### config.mk
export PLATFORM = sky130hd
export DESIGN_NAME = double_ended_queue_core
export DESIGN_NICKNAME = d
export VERILOG_FILES = /design/src/design/deq_pkg.sv /design/src/design/deq_store.sv /design/src/design/double_ended_queue_core.sv
export SDC_FILE = /design/constraint.sdc
export NUM_CORES = 1
export LEC_CHECK = 0
export BUFFER_PORTS_ARGS = -buffer_cell sky130_fd_sc_hd__buf_2
export CAP_MARGIN = 5
export CORE_MARGIN = 5
export CORE_UTILIZATION = 45
export CTS_CLUSTER_DIAMETER = 120
export CTS_CLUSTER_SIZE = 10
export DETAILED_ROUTE_END_ITERATION = 8
export SLEW_MARGIN = 0
export SYNTH_ARGS = -nofsm -noshare
export SYNTH_HDL_FRONTEND = slang
export SYNTH_SLANG_ARGS = --single-unit
### constraint.sdc
create_clock -name clk -period 12.5 [get_ports clk]
set_clock_uncertainty 0.15 [all_clocks]
set_input_delay 1.25 -clock clk [delete_from_list [all_inputs] [get_ports clk]]
set_output_delay 1.25 -clock clk [all_outputs]
set_load 0.005 [all_outputs]
### src/design/deq_pkg.sv
// ----------------------------------------------------------------------------
// deq_pkg
// shared types, constants and ring arithmetic for the double-ended queue
// ----------------------------------------------------------------------------
package deq_pkg;

	// ring depth and derived widths
	localparam int DEPTH   = 16;
	localparam int ADDR_W  = (DEPTH > 1) ? $clog2(DEPTH) : 1;
	localparam int CNT_W   = $clog2(DEPTH + 1);
	localparam int SUM_W   = CNT_W + 1;
	localparam int WORD_W  = 32;
	localparam int COUNT_W = 5;

	typedef logic [ADDR_W-1:0] addr_t;
	typedef logic [CNT_W-1:0]  cnt_t;
	typedef logic [WORD_W-1:0] word_t;

	// command codes; codes above peek behave as peek
	typedef enum logic [2:0] {
		CMD_PUSH_FRONT = 3'd0,
		CMD_PUSH_BACK  = 3'd1,
		CMD_POP_FRONT  = 3'd2,
		CMD_POP_BACK   = 3'd3,
		CMD_PEEK       = 3'd4
	} cmd_t;

	typedef enum logic [1:0] {
		ST_OK        = 2'd0,
		ST_POP_EMPTY = 2'd1,
		ST_PUSH_FULL = 2'd2
	} status_t;

	// ring store access for one request
	typedef struct packed {
		logic  wr_en;
		addr_t wr_addr;
		word_t wr_data;
		logic  rd_en;
		addr_t rd_front;
		addr_t rd_rear;
	} store_req_t;

	localparam logic [SUM_W-1:0] DEPTH_S = SUM_W'(DEPTH);

	// (base + off) mod DEPTH, with base < DEPTH and off <= DEPTH
	function automatic addr_t ring_add(input addr_t base, input cnt_t off);
		logic [SUM_W-1:0] s;
		s = SUM_W'(base) + SUM_W'(off);
		if (s >= DEPTH_S) begin
			s = s - DEPTH_S;
		end
		return ADDR_W'(s);
	endfunction

	// one step back around the ring
	function automatic addr_t ring_dec(input addr_t base);
		addr_t r;
		if (base == '0) begin
			r = ADDR_W'(DEPTH - 1);
		end else begin
			r = base - ADDR_W'(1);
		end
		return r;
	endfunction

	// one step forward around the ring
	function automatic addr_t ring_inc(input addr_t base);
		addr_t r;
		if (base == ADDR_W'(DEPTH - 1)) begin
			r = '0;
		end else begin
			r = base + ADDR_W'(1);
		end
		return r;
	endfunction

endpackage

### src/design/deq_store.sv
// ----------------------------------------------------------------------------
// deq_store
// word ring: one write port, two registered read ports
// ----------------------------------------------------------------------------
module deq_store (
	input  logic                clk,
	input  deq_pkg::store_req_t req,
	output deq_pkg::word_t      rd_front_data,
	output deq_pkg::word_t      rd_rear_data
);

	deq_pkg::word_t mem [deq_pkg::DEPTH];

	// read returns the old word on a same-address write
	always_ff @(posedge clk) begin
		if (req.wr_en) begin
			mem[req.wr_addr] <= req.wr_data;
		end
		if (req.rd_en) begin
			rd_front_data <= mem[req.rd_front];
			rd_rear_data  <= mem[req.rd_rear];
		end
	end

endmodule

### src/design/double_ended_queue_core.sv
// ----------------------------------------------------------------------------
// double_ended_queue_core
// bounded deque of signed 32-bit words kept in a ring store
// ----------------------------------------------------------------------------
//
// channel   | handshake           | payload
// ----------+---------------------+---------------------------------------------
// request   | start / busy        | command, value
// result    | done (1-cycle)      | front_value, rear_value, entry_count,
//           |                     | is_empty, status
//
// - a request is taken at an edge with start high and busy low
// - its result shows on the next cycle with done high, for that cycle only
// - busy is high during the result cycle, so no new request is taken while a result shows
// - the result cycle comes from the synchronous read of the ring store for the
//   new front and rear words
// - arst_n clears head, count and the strobe; the word store is not cleared
// - the receiver has no back-pressure; results are never held
//
module double_ended_queue_core (
	input  logic               clk,
	input  logic               arst_n,
	input  logic               start,
	output logic               busy,
	input  logic [2:0]         command,
	input  logic signed [31:0] value,
	output logic               done,
	output logic signed [31:0] front_value,
	output logic signed [31:0] rear_value,
	output logic [4:0]         entry_count,
	output logic               is_empty,
	output logic [1:0]         status
);

	// ring pointers
	deq_pkg::addr_t   head_q;
	deq_pkg::cnt_t    count_q;

	// result stage
	logic             done_s1;
	deq_pkg::status_t status_s1;
	logic             fwd_front_s1;
	logic             fwd_rear_s1;
	deq_pkg::word_t   val_s1;

	// next-state decode
	logic             accept;
	deq_pkg::addr_t   head_nx;
	deq_pkg::cnt_t    count_nx;
	deq_pkg::status_t status_nx;
	deq_pkg::store_req_t req;
	deq_pkg::word_t   rd_front_data;
	deq_pkg::word_t   rd_rear_data;
	deq_pkg::cnt_t    rear_off;

	assign accept = start && !busy;
	assign busy   = done_s1;

	// command decode and ring update
	always_comb begin
		head_nx     = head_q;
		count_nx    = count_q;
		status_nx   = deq_pkg::ST_OK;
		req.wr_en   = 1'b0;
		req.wr_addr = deq_pkg::ring_add(head_q, count_q);
		req.wr_data = deq_pkg::word_t'(value);
		unique case (command)
			deq_pkg::CMD_PUSH_FRONT: begin
				if (count_q == deq_pkg::CNT_W'(deq_pkg::DEPTH)) begin
					status_nx = deq_pkg::ST_PUSH_FULL;
				end else begin
					head_nx     = deq_pkg::ring_dec(head_q);
					count_nx    = count_q + deq_pkg::CNT_W'(1);
					req.wr_en   = accept;
					req.wr_addr = head_nx;
				end
			end
			deq_pkg::CMD_PUSH_BACK: begin
				if (count_q == deq_pkg::CNT_W'(deq_pkg::DEPTH)) begin
					status_nx = deq_pkg::ST_PUSH_FULL;
				end else begin
					count_nx  = count_q + deq_pkg::CNT_W'(1);
					req.wr_en = accept;
				end
			end
			deq_pkg::CMD_POP_FRONT: begin
				if (count_q == '0) begin
					status_nx = deq_pkg::ST_POP_EMPTY;
				end else begin
					head_nx  = deq_pkg::ring_inc(head_q);
					count_nx = count_q - deq_pkg::CNT_W'(1);
				end
			end
			deq_pkg::CMD_POP_BACK: begin
				if (count_q == '0) begin
					status_nx = deq_pkg::ST_POP_EMPTY;
				end else begin
					count_nx = count_q - deq_pkg::CNT_W'(1);
				end
			end
			default: begin
				// peek and unused codes leave the ring alone
			end
		endcase

		// read both ends as they stand after this request
		rear_off     = (count_nx == '0) ? '0 : count_nx - deq_pkg::CNT_W'(1);
		req.rd_en    = accept;
		req.rd_front = head_nx;
		req.rd_rear  = deq_pkg::ring_add(head_nx, rear_off);
	end

	deq_store u_store (
		.clk           (clk),
		.req           (req),
		.rd_front_data (rd_front_data),
		.rd_rear_data  (rd_rear_data)
	);

	// pointer state and result strobe
	always_ff @(posedge clk or negedge arst_n) begin
		if (!arst_n) begin
			head_q  <= '0;
			count_q <= '0;
			done_s1 <= 1'b0;
		end else begin
			done_s1 <= accept;
			if (accept) begin
				head_q  <= head_nx;
				count_q <= count_nx;
			end
		end
	end

	// payload of the result stage; forward the pushed word past the store
	always_ff @(posedge clk) begin
		if (accept) begin
			status_s1    <= status_nx;
			val_s1       <= req.wr_data;
			fwd_front_s1 <= req.wr_en && (req.wr_addr == req.rd_front);
			fwd_rear_s1  <= req.wr_en && (req.wr_addr == req.rd_rear);
		end
	end

	// result ports
	assign done        = done_s1;
	assign is_empty    = (count_q == '0);
	assign entry_count = deq_pkg::COUNT_W'(count_q);
	assign status      = status_s1;
	assign front_value = is_empty     ? '1 :
	                     fwd_front_s1 ? val_s1 : rd_front_data;
	assign rear_value  = is_empty     ? '1 :
	                     fwd_rear_s1  ? val_s1 : rd_rear_data;

	// every result comes from a request taken the edge before
	a_done_follows_req: assert property (@(posedge clk) disable iff (!arst_n)
		done |-> $past(start && !busy))
		else $error("result without a request");

	// a taken request always yields a result next cycle
	a_req_gives_done: assert property (@(posedge clk) disable iff (!arst_n)
		(start && !busy) |=> done)
		else $error("request lost");

	// a rejected push only happens on a full ring
	a_full_reject: assert property (@(posedge clk) disable iff (!arst_n)
		(done && status_s1 == deq_pkg::ST_PUSH_FULL) |->
		(count_q == deq_pkg::CNT_W'(deq_pkg::DEPTH)))
		else $error("push rejected while not full");

	// an ignored pop leaves the ring empty
	a_empty_pop: assert property (@(posedge clk) disable iff (!arst_n)
		(done && status_s1 == deq_pkg::ST_POP_EMPTY) |-> is_empty)
		else $error("pop flagged empty on a non-empty ring");

endmodule
==> flow_summary.json <==
{
  "ff2ff_path_depth": 14,
  "crit_fanout": 83,
  "instances_no_fill": 3086,
  "grt.total_usage_pct": 24.21,
  "cts_htree_levels": 3,
  "place_ws_ps": 4570,
  "cp-end-kind": "register",
  "synthDistinctLibCells": 76,
  "cts_hold_buf": 0,
  "final_nets": 2252,
  "ys_seq_area_share_pct": 61.51,
  "crit_start": "entry_count[1]",
  "finalCriticalPeriod_ps": 7785,
  "cts_inserted_buffers": 72,
  "ios": 112,
  "start_util_pct": 45.26,
  "vias": 21030,
  "hold_viol": 0,
  "grt_pass1_wl_um": 134600,
  "path_clk_slew_ps": 60,
  "regToRegStartpoint": "entry_count[1]",
  "async_reset_ff_share_pct": 1.608,
  "antenna_left": 0,
  "relSlewSlack_pct": 15.54,
  "layout_setup_ws_ps": 4715,
  "ys.flop_type": "edfxtp_1",
  "io_buffers": 111,
  "r2r_slack_ps": 4710,
  "rows": 95,
  "grt_max_degree": 93,
  "crit_end": "u_store.rd_rear_data[9]",
  "cts-resized-gates": 0,
  "grt_pass1_vias": 21070,
  "coreArea_um2": 66920,
  "syn_area_per_cell_um2": 13.82,
  "syn_area_um2": 30290,
  "die_w_um": 269.4,
  "fp.dieH_um": 269.4,
  "final_area_um2": 33360,
  "clockRootBuffer": "clkbuf_16",
  "gp_congestion": 0.8327,
  "drtIter0Drc": 2219,
  "synth_cells": 2191,
  "layout_commonest_cell": "edfxtp_1",
  "yosys_warnings": 0,
  "worstPathArrival_ps": 7960,
  "final.period_utilization_pct": 62.28,
  "drive_gt1_share_pct": 19.86,
  "place_area_um2": 31440,
  "drc": 0,
  "insertion_delay_ps": 600,
  "run_status": "complete, no violations",
  "nFillCells": 5620,
  "routed_wl_um": 90530,
  "avgViaCountPerCell": 6.816,
  "tns_ps": 0,
  "final_cell_mix": "612 x edfxtp_1, 309 x nand2_1, 131 x o21ai_0",
  "synth_edf_count": 612,
  "post-cts-setup-buffers": 0,
  "required_ps": 12680,
  "syn_to_final_growth_pct": 10.14,
  "die-area_um2": 72590,
  "crit_type": "register to register",
  "dr.pass1.iters": 6,
  "wire_per_inst_um": 29.33,
  "overflow": 0,
  "hold_class": "primary input to asynchronous set/reset pin",
  "tightest_slew_ps": 1267,
  "cts_tree": "built",
  "antenna_found_initial": 5,
  "setup_violations": 0,
  "synth_seq_cells": 622,
  "cts_sinks": 622,
  "drv_cap": 0,
  "drv_slew": 0,
  "place_inst": 3000,
  "cp-start-kind": "register",
  "r2r_end": "u_store.rd_rear_data[9]",
  "synth_nets": 2242,
  "clockBufferDepth": 3,
  "max_freq_ghz": 0.1284,
  "hpwl_um": 48230,
  "rsz0062_at_grt": "no"
}
==> synthesized netlist by cell type (35+ instances only) <==
cell,count,area (um2)
and3_1,35,219.0
nand4_1,65,406.6
nand2_1,311,1167
o21ai_0,131,655.6
mux4_2,129,2905
buf_2,46,230.2
a21oi_1,41,205.2
nand3_1,107,535.5
clkbuf_1,115,431.7
a31oi_1,65,406.6
a32oi_1,64,560.5
edfxtp_1,612,18380
mux2i_1,66,660.6
==> flip-flops by register name, summed over array words and instances, names as in the netlist <==
name and flops:
val_s1 32, u_store.rd_front_data 32, status 2, entry_count 5
fwd_front_s1 1, u_store.mem 512, fwd_rear_s1 1, busy 1
u_store.rd_rear_data 32, head_q 4
==> routing by layer <==
layer,wire [um],part of all wire [%],vias to the layer above,GRT usage [%]
li1,-,-,8821,-
met1,35520,39,10740,31.96
met2,43410,48,1253,39.78
met3,8170,9.0,219,4.596
met4,3394,3.7,4,9.944
met5,34,0.038,-,0
==> how the worst min path moves through the flow <==
stage	from	endpoint	slack, ps	cells past startpoint
6_report	arst_n	head_q[0]	370	1
5_1_grt	arst_n	head_q[0]	370	1
4_1_cts	arst_n	head_q[0]	350	1
3_5_place_dp	head_q[3]	head_q[3]	520	2
3_3_place_gp	head_q[3]	head_q[3]	490	2
2_1_floorplan	entry_count[1]	entry_count[1]	460	2
==> worst max-delay path, stage by stage (launching register included) <==
cell and delay, ps:
dfrtp_1 500, inv_1 130, ha_1 260, or4b_4 820, inv_4 90, or3_1 490, and2_4 430, nand2_4 820
clkinv_2 840, ha_4 1270, buf_12 680, mux4_2 600, nand2_1 80, a22o_1 160, nand3_1 80
==> area by class of cell <==
type / instances / area (um2) / area share, %
clock buffers: 79 / 1871 / 5.608
clock inverters: 4 / 42.54 / 0.1275
flip-flops and latches: 622 / 18630 / 55.84
multi-input cells: 1336 / 10760 / 32.25
repair buffers: 154 / 890.9 / 2.671
diodes: 3 / 7.507 / 0.02251
inverters: 15 / 67.56 / 0.2026
well taps: 873 / 1092 / 3.275
==> stage by stage <==
step                hold WS (ps)  util (%)
floorplan                  461.8         -
global placement           492.7     46.98
detailed placement         523.2     46.98
CTS                        345.4     49.83
global route               372.9     49.84
finish                     369.4     49.85
==> kinds of logic (layout without fill, tap and decap cells) <==
logic type | Yosys count | in the layout | synth area share (%)
buf+inv | 233 | 252 | 3.722
simple gates | 584 | 584 | 9.035
fa+ha+maj | 13 | 13 | 0.5866
compound gates | 524 | 524 | 12.79
other cells | 0 | 3 | 0
xor+xnor | 19 | 19 | 0.5495
mux | 196 | 196 | 11.81
flops | 622 | 622 | 61.51
Power is left out: the tool's default activity adds up to more than one toggle a clock period on the data nets, which glitch-free logic cannot reach.
